**src/rtl/ptq_pkg.sv**
```systemverilog
`timescale 1ns / 1ps
// ----------------------------------------------------------------------------
// Periodic timer queue package
// Shared beat types, operation and status codes, and the command and status
// groups that pass between the controller and the datapath.
// ----------------------------------------------------------------------------
package ptq_pkg;

   localparam logic [1:0] OP_TICK     = 2'd0;
   localparam logic [1:0] OP_REGISTER = 2'd1;
   localparam logic [1:0] OP_REMOVE   = 2'd2;

   localparam logic [1:0] ST_OK        = 2'd0;
   localparam logic [1:0] ST_FULL      = 2'd1;
   localparam logic [1:0] ST_NOT_FOUND = 2'd2;

   // At most this many fired ids are reported for one tick.
   localparam int RESULT_CAP = 16;
   localparam int CNT_W      = 5;

   typedef struct packed {
      logic [1:0]  operation;
      logic [15:0] first_delay;
      logic [15:0] reload_period;
      logic [3:0]  timer_id;
   } req_type;

   typedef struct packed {
      logic [3:0] result_id;
      logic [1:0] status;
      logic       fired;
      logic       last_result;
   } rsp_type;

   typedef struct packed {
      logic tick_start;
      logic scan_step;
      logic drain;
      logic op_register;
      logic op_remove;
      logic op_other;
   } cmd_type;

   typedef struct packed {
      logic out_free;
      logic need_emit;
      logic scan_last;
   } sts_type;

endpackage

```
**src/rtl/periodic_task_timer_queue.sv**
```systemverilog
`timescale 1ns / 1ps
// ----------------------------------------------------------------------------
// Periodic task timer queue
// A table of NUM_TIMERS periodic timers with register, remove and tick
// requests and a stream of result beats.
// ----------------------------------------------------------------------------
// A register request takes the lowest free slot and answers with its id, or
// reports a full table; a remove request frees a slot or reports that the id
// was not found; each gives one result beat. A tick sweeps every slot in
// ascending order, one slot per cycle while no fired id waits for the result
// register, through the read port of the count and period memories: a live
// timer at zero fires and reloads to its period, any other live timer counts
// down. The fired ids leave in slot order as one beat each, the final one
// marked last (at most sixteen are reported, ids modulo sixteen); a tick
// where nothing fired gives one beat with fired low. A tick holds the block
// from its acceptance through one step per slot and a closing step for the
// final beat, and longer while the result port stalls a beat. A timer
// fires after first_delay + 1 ticks and then every reload_period + 1 ticks.
// Requests are taken one at a time; a new request is taken while the previous
// result beat still waits in the output register only once that beat is
// being taken. Reset clears all slots at once, so no clearing pass is needed.
// ----------------------------------------------------------------------------
module periodic_task_timer_queue #(
   parameter int NUM_TIMERS = 16
) (
   input  logic             clock,
   input  logic             reset,
   input  logic             req_valid,
   output logic             req_stall,
   input  ptq_pkg::req_type req_data,
   output logic             rsp_valid,
   input  logic             rsp_stall,
   output ptq_pkg::rsp_type rsp_data
);

   // Commands from the controller and status back from the datapath.
   ptq_pkg::cmd_type cmd;
   ptq_pkg::sts_type sts;

   ptq_ctrl u_ctrl (
      .clock    (clock),
      .reset    (reset),
      .req_valid(req_valid),
      .req_op   (req_data.operation),
      .sts      (sts),
      .cmd      (cmd),
      .req_stall(req_stall)
   );

   ptq_dpath #(.NUM_TIMERS(NUM_TIMERS)) u_dpath (
      .clock    (clock),
      .reset    (reset),
      .req      (req_data),
      .cmd      (cmd),
      .sts      (sts),
      .rsp_valid(rsp_valid),
      .rsp_stall(rsp_stall),
      .rsp_data (rsp_data)
   );

   // A request is never taken while an unsent result would be overwritten.
   assert property (@(posedge clock) disable iff (reset)
      (req_valid && !req_stall) |-> (!rsp_valid || !rsp_stall))
      else $error("request accepted while result beat is blocked");

   // Only a fired id may leave without the last mark.
   assert property (@(posedge clock) disable iff (reset)
      (rsp_valid && !rsp_data.last_result) |-> rsp_data.fired)
      else $error("non-final beat without a fired id");

   // No request is taken during the tick sweep.
   assert property (@(posedge clock) disable iff (reset)
      cmd.scan_step |-> !(req_valid && !req_stall))
      else $error("request accepted during tick sweep");

   // Closing a tick always presents a final beat.
   assert property (@(posedge clock) disable iff (reset)
      cmd.drain |=> (rsp_valid && rsp_data.last_result))
      else $error("tick closed without final beat");

endmodule

```
**src/rtl/ptq_ram.sv**
```systemverilog
`timescale 1ns / 1ps
// ----------------------------------------------------------------------------
// Generic RAM
// One write port and one read port with a registered, enabled read.
// ----------------------------------------------------------------------------
module ptq_ram #(
   parameter int WIDTH = 16,
   parameter int DEPTH = 16
) (
   input  logic                     clock,
   input  logic                     wr_en,
   input  logic [$clog2(DEPTH)-1:0] wr_addr,
   input  logic [WIDTH-1:0]         wr_data,
   input  logic                     rd_en,
   input  logic [$clog2(DEPTH)-1:0] rd_addr,
   output logic [WIDTH-1:0]         rd_data
);

   logic [WIDTH-1:0] mem_ff [DEPTH];
   logic [WIDTH-1:0] rd_data_ff;

   always_ff @(posedge clock) begin
      if (wr_en) begin
         mem_ff[wr_addr] <= wr_data;
      end
      if (rd_en) begin
         rd_data_ff <= mem_ff[rd_addr];
      end
   end

   assign rd_data = rd_data_ff;

endmodule

```
**src/rtl/ptq_ctrl.sv**
```systemverilog
`timescale 1ns / 1ps
// ----------------------------------------------------------------------------
// Periodic timer queue controller
// Accepts requests, steps the tick sweep and closes each tick with its last
// beat.
// ----------------------------------------------------------------------------
module ptq_ctrl (
   input  logic             clock,
   input  logic             reset,
   input  logic             req_valid,
   input  logic [1:0]       req_op,
   input  ptq_pkg::sts_type sts,
   output ptq_pkg::cmd_type cmd,
   output logic             req_stall
);

   typedef enum logic [2:0] {
      S_IDLE  = 3'b001,
      S_SCAN  = 3'b010,
      S_DRAIN = 3'b100
   } state_type;

   state_type state_ff, state_in;
   logic      step;

   always_comb begin
      cmd       = '0;
      req_stall = 1'b1;
      state_in  = state_ff;
      step      = 1'b0;
      unique case (state_ff)
         S_IDLE: begin
            req_stall = !sts.out_free;
            if (req_valid && sts.out_free) begin
               unique case (req_op)
                  ptq_pkg::OP_TICK: begin
                     cmd.tick_start = 1'b1;
                     state_in       = S_SCAN;
                  end
                  ptq_pkg::OP_REGISTER: cmd.op_register = 1'b1;
                  ptq_pkg::OP_REMOVE:   cmd.op_remove   = 1'b1;
                  default:              cmd.op_other    = 1'b1;
               endcase
            end
         end
         S_SCAN: begin
            // A slot that must push out the previous fired id waits for room.
            step          = !sts.need_emit || sts.out_free;
            cmd.scan_step = step;
            if (step && sts.scan_last) begin
               state_in = S_DRAIN;
            end
         end
         S_DRAIN: begin
            if (sts.out_free) begin
               cmd.drain = 1'b1;
               state_in  = S_IDLE;
            end
         end
         default: state_in = S_IDLE;
      endcase
   end

   always_ff @(posedge clock) begin
      if (reset) begin
         state_ff <= S_IDLE;
      end else begin
         state_ff <= state_in;
      end
   end

endmodule

```
**src/rtl/ptq_dpath.sv**
```systemverilog
`timescale 1ns / 1ps
// ----------------------------------------------------------------------------
// Periodic timer queue datapath
// Slot valid bits, count and period memories, the tick sweep registers and
// the result register.
// ----------------------------------------------------------------------------
module ptq_dpath #(
   parameter int NUM_TIMERS = 16
) (
   input  logic             clock,
   input  logic             reset,
   input  ptq_pkg::req_type req,
   input  ptq_pkg::cmd_type cmd,
   output ptq_pkg::sts_type sts,
   output logic             rsp_valid,
   input  logic             rsp_stall,
   output ptq_pkg::rsp_type rsp_data
);

   localparam int IDX_W = $clog2(NUM_TIMERS);

   logic [NUM_TIMERS-1:0] valid_ff, valid_in;
   logic [IDX_W-1:0]      scan_idx_ff, scan_idx_in;
   logic                  pend_valid_ff, pend_valid_in;
   logic [3:0]            pend_id_ff, pend_id_in;
   logic [ptq_pkg::CNT_W-1:0] fire_cnt_ff, fire_cnt_in;
   logic                  rsp_valid_ff, rsp_valid_in;
   ptq_pkg::rsp_type      rsp_ff, rsp_in;

   logic             free_found;
   logic [IDX_W-1:0] free_idx;
   logic [IDX_W-1:0] id_idx;
   logic             id_ok;
   logic             cur_valid, fire, report, scan_last, out_free;

   logic             rem_wr_en, per_wr_en, rd_en;
   logic [IDX_W-1:0] rem_wr_addr, rd_addr;
   logic [15:0]      rem_wr_data, rem_rd, per_rd;

   // Lowest free slot.
   always_comb begin
      free_found = 1'b0;
      free_idx   = '0;
      for (int i = NUM_TIMERS - 1; i >= 0; i--) begin
         if (!valid_ff[i]) begin
            free_found = 1'b1;
            free_idx   = IDX_W'(i);
         end
      end
   end

   assign id_idx = IDX_W'(req.timer_id);
   assign id_ok  = ({28'd0, req.timer_id} < 32'(NUM_TIMERS)) && valid_ff[id_idx];

   assign cur_valid = valid_ff[scan_idx_ff];
   assign fire      = cur_valid && (rem_rd == 16'd0);
   assign report    = fire && (fire_cnt_ff < ptq_pkg::CNT_W'(ptq_pkg::RESULT_CAP));
   assign scan_last = (scan_idx_ff == IDX_W'(NUM_TIMERS - 1));
   assign out_free  = !rsp_valid_ff || !rsp_stall;

   assign sts.out_free  = out_free;
   assign sts.need_emit = report && pend_valid_ff;
   assign sts.scan_last = scan_last;

   // Memory ports. The sweep writes back slot i while reading slot i+1.
   assign rem_wr_en   = (cmd.op_register && free_found) || (cmd.scan_step && cur_valid);
   assign rem_wr_addr = cmd.op_register ? free_idx : scan_idx_ff;
   assign rem_wr_data = cmd.op_register ? req.first_delay
                      : (fire ? per_rd : rem_rd - 16'd1);
   assign per_wr_en   = cmd.op_register && free_found;
   assign rd_en       = cmd.tick_start || (cmd.scan_step && !scan_last);
   assign rd_addr     = cmd.tick_start ? '0 : scan_idx_ff + IDX_W'(1);

   ptq_ram #(.WIDTH(16), .DEPTH(NUM_TIMERS)) u_remaining (
      .clock  (clock),
      .wr_en  (rem_wr_en),
      .wr_addr(rem_wr_addr),
      .wr_data(rem_wr_data),
      .rd_en  (rd_en),
      .rd_addr(rd_addr),
      .rd_data(rem_rd)
   );

   ptq_ram #(.WIDTH(16), .DEPTH(NUM_TIMERS)) u_period (
      .clock  (clock),
      .wr_en  (per_wr_en),
      .wr_addr(free_idx),
      .wr_data(req.reload_period),
      .rd_en  (rd_en),
      .rd_addr(rd_addr),
      .rd_data(per_rd)
   );

   always_comb begin
      valid_in      = valid_ff;
      scan_idx_in   = scan_idx_ff;
      pend_valid_in = pend_valid_ff;
      pend_id_in    = pend_id_ff;
      fire_cnt_in   = fire_cnt_ff;
      rsp_valid_in  = rsp_valid_ff && rsp_stall;
      rsp_in        = rsp_ff;

      if (cmd.op_register) begin
         if (free_found) begin
            valid_in[free_idx] = 1'b1;
         end
         rsp_in.result_id   = free_found ? 4'(free_idx) : 4'd0;
         rsp_in.status      = free_found ? ptq_pkg::ST_OK : ptq_pkg::ST_FULL;
         rsp_in.fired       = 1'b0;
         rsp_in.last_result = 1'b1;
         rsp_valid_in       = 1'b1;
      end

      if (cmd.op_remove) begin
         if (id_ok) begin
            valid_in[id_idx] = 1'b0;
         end
         rsp_in.result_id   = req.timer_id;
         rsp_in.status      = id_ok ? ptq_pkg::ST_OK : ptq_pkg::ST_NOT_FOUND;
         rsp_in.fired       = 1'b0;
         rsp_in.last_result = 1'b1;
         rsp_valid_in       = 1'b1;
      end

      if (cmd.op_other) begin
         rsp_in       = '0;
         rsp_in.last_result = 1'b1;
         rsp_valid_in = 1'b1;
      end

      if (cmd.tick_start) begin
         scan_idx_in   = '0;
         pend_valid_in = 1'b0;
         fire_cnt_in   = '0;
      end

      if (cmd.scan_step) begin
         scan_idx_in = scan_idx_ff + IDX_W'(1);
         if (report) begin
            // The held id is known not to be the last one, so send it now.
            if (pend_valid_ff) begin
               rsp_in.result_id   = pend_id_ff;
               rsp_in.status      = ptq_pkg::ST_OK;
               rsp_in.fired       = 1'b1;
               rsp_in.last_result = 1'b0;
               rsp_valid_in       = 1'b1;
            end
            pend_valid_in = 1'b1;
            pend_id_in    = 4'(scan_idx_ff);
            fire_cnt_in   = fire_cnt_ff + ptq_pkg::CNT_W'(1);
         end
      end

      if (cmd.drain) begin
         rsp_in.result_id   = pend_valid_ff ? pend_id_ff : 4'd0;
         rsp_in.status      = ptq_pkg::ST_OK;
         rsp_in.fired       = pend_valid_ff;
         rsp_in.last_result = 1'b1;
         rsp_valid_in       = 1'b1;
      end
   end

   always_ff @(posedge clock) begin
      if (reset) begin
         valid_ff      <= '0;
         pend_valid_ff <= 1'b0;
         rsp_valid_ff  <= 1'b0;
      end else begin
         valid_ff      <= valid_in;
         pend_valid_ff <= pend_valid_in;
         rsp_valid_ff  <= rsp_valid_in;
      end
      scan_idx_ff <= scan_idx_in;
      pend_id_ff  <= pend_id_in;
      fire_cnt_ff <= fire_cnt_in;
      rsp_ff      <= rsp_in;
   end

   assign rsp_valid = rsp_valid_ff;
   assign rsp_data  = rsp_ff;

endmodule
```
**config.mk**
```make
export PLATFORM = sky130hd
export DESIGN_NAME = periodic_task_timer_queue
export DESIGN_NICKNAME = d
export VERILOG_FILES = /design/src/rtl/ptq_pkg.sv /design/src/rtl/periodic_task_timer_queue.sv /design/src/rtl/ptq_ram.sv /design/src/rtl/ptq_ctrl.sv /design/src/rtl/ptq_dpath.sv
export SDC_FILE = /design/constraint.sdc
export NUM_CORES = 1
export LEC_CHECK = 0
export BUFFER_PORTS_ARGS = -buffer_cell sky130_fd_sc_hd__buf_2
export CAP_MARGIN = 30
export CORE_UTILIZATION = 60
export DETAILED_ROUTE_END_ITERATION = 12
export PLACE_DENSITY = 0.77
export SYNTH_ARGS = -nofsm -noshare
export SYNTH_HDL_FRONTEND = slang
export SYNTH_SLANG_ARGS = --single-unit
```
**constraint.sdc**
```tcl
create_clock -name clock -period 6.2 [get_ports clock]
set_input_delay 0.62 -clock clock [delete_from_list [all_inputs] [get_ports clock]]
set_output_delay 0.62 -clock clock [all_outputs]
set_load 0.02 [all_outputs]
```
==> impl_metrics.json <==
{
  "grt_start_max_net_pins": 95,
  "grt_pass1_wl_um": 92500,
  "cp-endpoint": "u_dpath.u_remaining.mem_ff[9][11]$_DFFE_PP_",
  "drv_cap": 0,
  "period_needed_ns": 4.02,
  "skew_ns": 0.0470,
  "overflow": 0,
  "startpoint": "u_dpath.rsp_valid$_SDFF_PP0_",
  "syn_area_um2": 24300,
  "worstPathArrival_ns": 4.27,
  "intPower_mw": 6.74,
  "power_density_nw_per_um2": 308,
  "antenna_found_initial": 2,
  "syn_avg_cell_area_um2": 14.9,
  "synth-seq-cells": 586,
  "area.growth.synth_to_final_pct": 13.9,
  "syn-num-nets": 1676,
  "status": "complete, no violations",
  "drc": 0,
  "seqCellArea_um2": 17300,
  "r2r_end": "u_dpath.u_remaining.mem_ff[9][11]$_DFFE_PP_",
  "path_clk_slew_ns": 0.06,
  "nFillCells": 2620,
  "synth-xor-area-share_pct": 0.612,
  "p_leak_nw": 9.16,
  "slew_headroom_pct": 25.9,
  "cts_made_buffers": 57,
  "die_h_um": 203,
  "h-tree-depth": 2,
  "finalNetCount": 1767,
  "vias": 15300,
  "cpPeakStageDelay_ns": 0.91,
  "io_pins": 52,
  "hold_violations": 0,
  "combPwrFrac_pct": 4.9,
  "p_total_mw": 8.55,
  "drive_gt1_share_pct": 20.2,
  "yosys.cell_types.count": 65,
  "drv_slew": 0,
  "muxShareOfSynthArea_pct": 9.79,
  "crit_chain": "a21boi_0, nand3_1, or4b_2, a221oi_1, o21ai_0, nor2_2",
  "post_cts_buffers": 0,
  "async_flop_share_pct": 0,
  "crit_type": "reg2reg",
  "die_area_um2": 41300,
  "routedWlPerCell_um": 27.1,
  "final_antenna_net_count": 0,
  "synthSimpleGateAreaFrac_pct": 7.17,
  "synthAdderAreaFrac_pct": 0.206,
  "finalSetupTns_ns": 0,
  "synth_compound_area_share_pct": 9.32,
  "routed_via_density": 6.69,
  "final_cell_mix": "552 x edfxtp_1, 121 x mux2i_1, 112 x nand2_1",
  "setup_violations": 0,
  "core-area_um2": 39800,
  "synth_edf_count": 552,
  "grt_pass1_vias": 15000,
  "synth_ff_type": "edfxtp_1",
  "routed_wl_um": 62000,
  "r2r_setup_slack_ns": 2.18,
  "yosysSeqAreaShare_pct": 71.0,
  "ys_warn_count": 0,
  "drt_iter0_drc": 1930,
  "sw_frac_of_total_pct": 21.2,
  "syn_inst": 1630,
  "hold_buffers": 0,
  "clkSinkCount": 586,
  "final_common_cell": "edfxtp_1",
  "p_clk_share_pct": 43.8,
  "postCtsResizedCells": 0,
  "clk_path_buf_depth": 3,
  "hold_path.class": "in2reg",
  "required_ns": 6.45,
  "end_kind": "register",
  "worst-path-max-fanout": 16,
  "grtUsageTotal_pct": 30.5,
  "p_sw_mw": 1.81,
  "seqPwrFrac_pct": 51.4,
  "synth_top_family_by_area": "multiplexers",
  "cts_tree": "built",
  "initial_utilization_pct": 61.1,
  "gp_congestion": 0.907,
  "critPathLaunchType": "register",
  "post-route-period-util_pct": 64.9,
  "numPortBuffers": 51,
  "num_rows": 73,
  "r2r_cells": 6,
  "dp_hpwl_um": 38100,
  "grt_setup_unrepaired": "false",
  "clock_latency_ns": 0.65,
  "ir_drop_mv": 0.239,
  "multi_input_area_um2": 6760,
  "die_w_um": 203,
  "first_pass_iters": 6,
  "slowest_stage": "nor2_2",
  "rr_startpoint": "u_dpath.rsp_valid$_SDFF_PP0_",
  "fmax_mhz": 249,
  "worstMarginPinSlew_ns": 1.10,
  "cts_root_buf": "clkbuf_16"
}
how the worst min path moves through the flow:
stage,slack (ns),endpoint,depth (start not counted),from
after floorplan,0.42,u_dpath.pend_id_ff[2]$_DFFE_PP_,0,u_dpath.scan_idx_ff[2]$_SDFFCE_PN0P_
after global placement,0.44,u_dpath.rsp_data[1]$_DFF_P_,2,u_dpath.rsp_data[1]$_DFF_P_
after detailed placement,0.45,u_dpath.rsp_data[1]$_DFF_P_,2,u_dpath.rsp_data[1]$_DFF_P_
after CTS,0.30,u_dpath.rsp_valid$_SDFF_PP0_,3,rsp_stall
after global routing,0.32,u_dpath.u_remaining.mem_ff[14][8]$_DFFE_PP_,3,req_data[28]
final,0.32,u_dpath.rsp_valid$_SDFF_PP0_,3,rsp_stall
kinds of logic after synthesis:
family,count (synthesis)
simple gates,360
mux,196
buf+inv,115
fa+ha+maj,4
flops,586
xor+xnor,17
compound gates,352
layout make-up:
class	count	share of cell area, %
inverter	22	0.298
multi-input combinational	929	24.4
timing repair buffer	125	3.28
clock inverter	36	1.98
clock buffer	68	5.40
antenna	1	0.00903
sequential	586	62.3
tap	525	2.37
metal layers:
metal / vias to the layer above / share of wire, % / track usage [%]
met4: 2 / 4.0 / 13.7
li1: 6596 / - / -
met2: 981 / 47 / 48.0
met5: - / 0.021 / 0
met1: 7590 / 38 / 41.7
met3: 160 / 11 / 5.67
cell usage after synthesis, types with 6 or more instances:
library cell	instances	share of area (%)
a2111oi_0	23	0.83
a211oi_1	27	0.83
a21boi_0	11	0.34
a21o_1	6	0.19
a21oi_1	56	1.2
a221oi_1	17	0.61
a31oi_1	11	0.28
and2_1	6	0.15
and3_1	6	0.15
buf_1	9	0.14
buf_2	12	0.25
clkbuf_1	69	1.1
dfxtp_1	34	2.8
edfxtp_1	552	68
inv_1	22	0.34
mux2_2	46	2.1
mux2i_1	121	5.0
mux4_2	29	2.7
nand2_1	113	1.7
nand2b_1	11	0.28
nand3_1	26	0.53
nor2_1	85	1.3
nor2b_1	17	0.44
nor3_1	24	0.49
nor4_1	15	0.39
o211ai_1	15	0.46
o21a_1	6	0.19
o21ai_0	101	2.1
o22ai_1	53	1.4
or2_2	25	0.64
or4_1	8	0.25
xnor2_1	6	0.22
xor2_1	11	0.40
critical path, delay by kind of cell, from the launching register on:
kind,cells,cell delay (ns)
compound gates,3,1.33
flops,1,0.35
simple gates,3,1.94
stage by stage:
step / cells / utilization [%] / instance area (um^2) / hold WS, ns / worst slack, ns
detailed placement: 2182 / 64.3 / 25600 / 0.447 / 1.77
finish: 2292 / 69.6 / 27700 / 0.322 / 2.18
global placement: 2172 / 64.0 / 25500 / 0.437 / 1.87
global route: 2291 / 69.6 / 27700 / 0.318 / 1.90
floorplan: 1630 / - / 24300 / 0.421 / 2.24
CTS: 2286 / 69.4 / 27600 / 0.304 / 2.09
state kept, by name, indices dropped and copies added (netlist names):
| register | cells |
|---|---|
| u_ctrl.state_ff | 3 |
| u_dpath.fire_cnt_ff | 5 |
| u_dpath.pend_id_ff | 4 |
| u_dpath.pend_valid_ff | 1 |
| u_dpath.rsp_data | 8 |
| u_dpath.rsp_valid | 1 |
| u_dpath.scan_idx_ff | 4 |
| u_dpath.u_period.mem_ff | 256 |
| u_dpath.u_period.rd_data | 16 |
| u_dpath.u_remaining.mem_ff | 256 |
| u_dpath.u_remaining.rd_data | 16 |
| u_dpath.valid_ff | 16 |
power by group through the flow:
stage | Sequential, mW | Clock (mW) | Combinational (mW)
2_1_floorplan | 4.47 | 0 | 0.226
3_5_place_dp | 4.47 | 0 | 0.406
4_1_cts | 4.39 | 3.77 | 0.410
3_3_place_gp | 4.47 | 0 | 0.391
6_report | 4.39 | 3.74 | 0.418
5_1_grt | 4.39 | 3.91 | 0.443
Note: power is estimated with default switching activity, not from simulation.
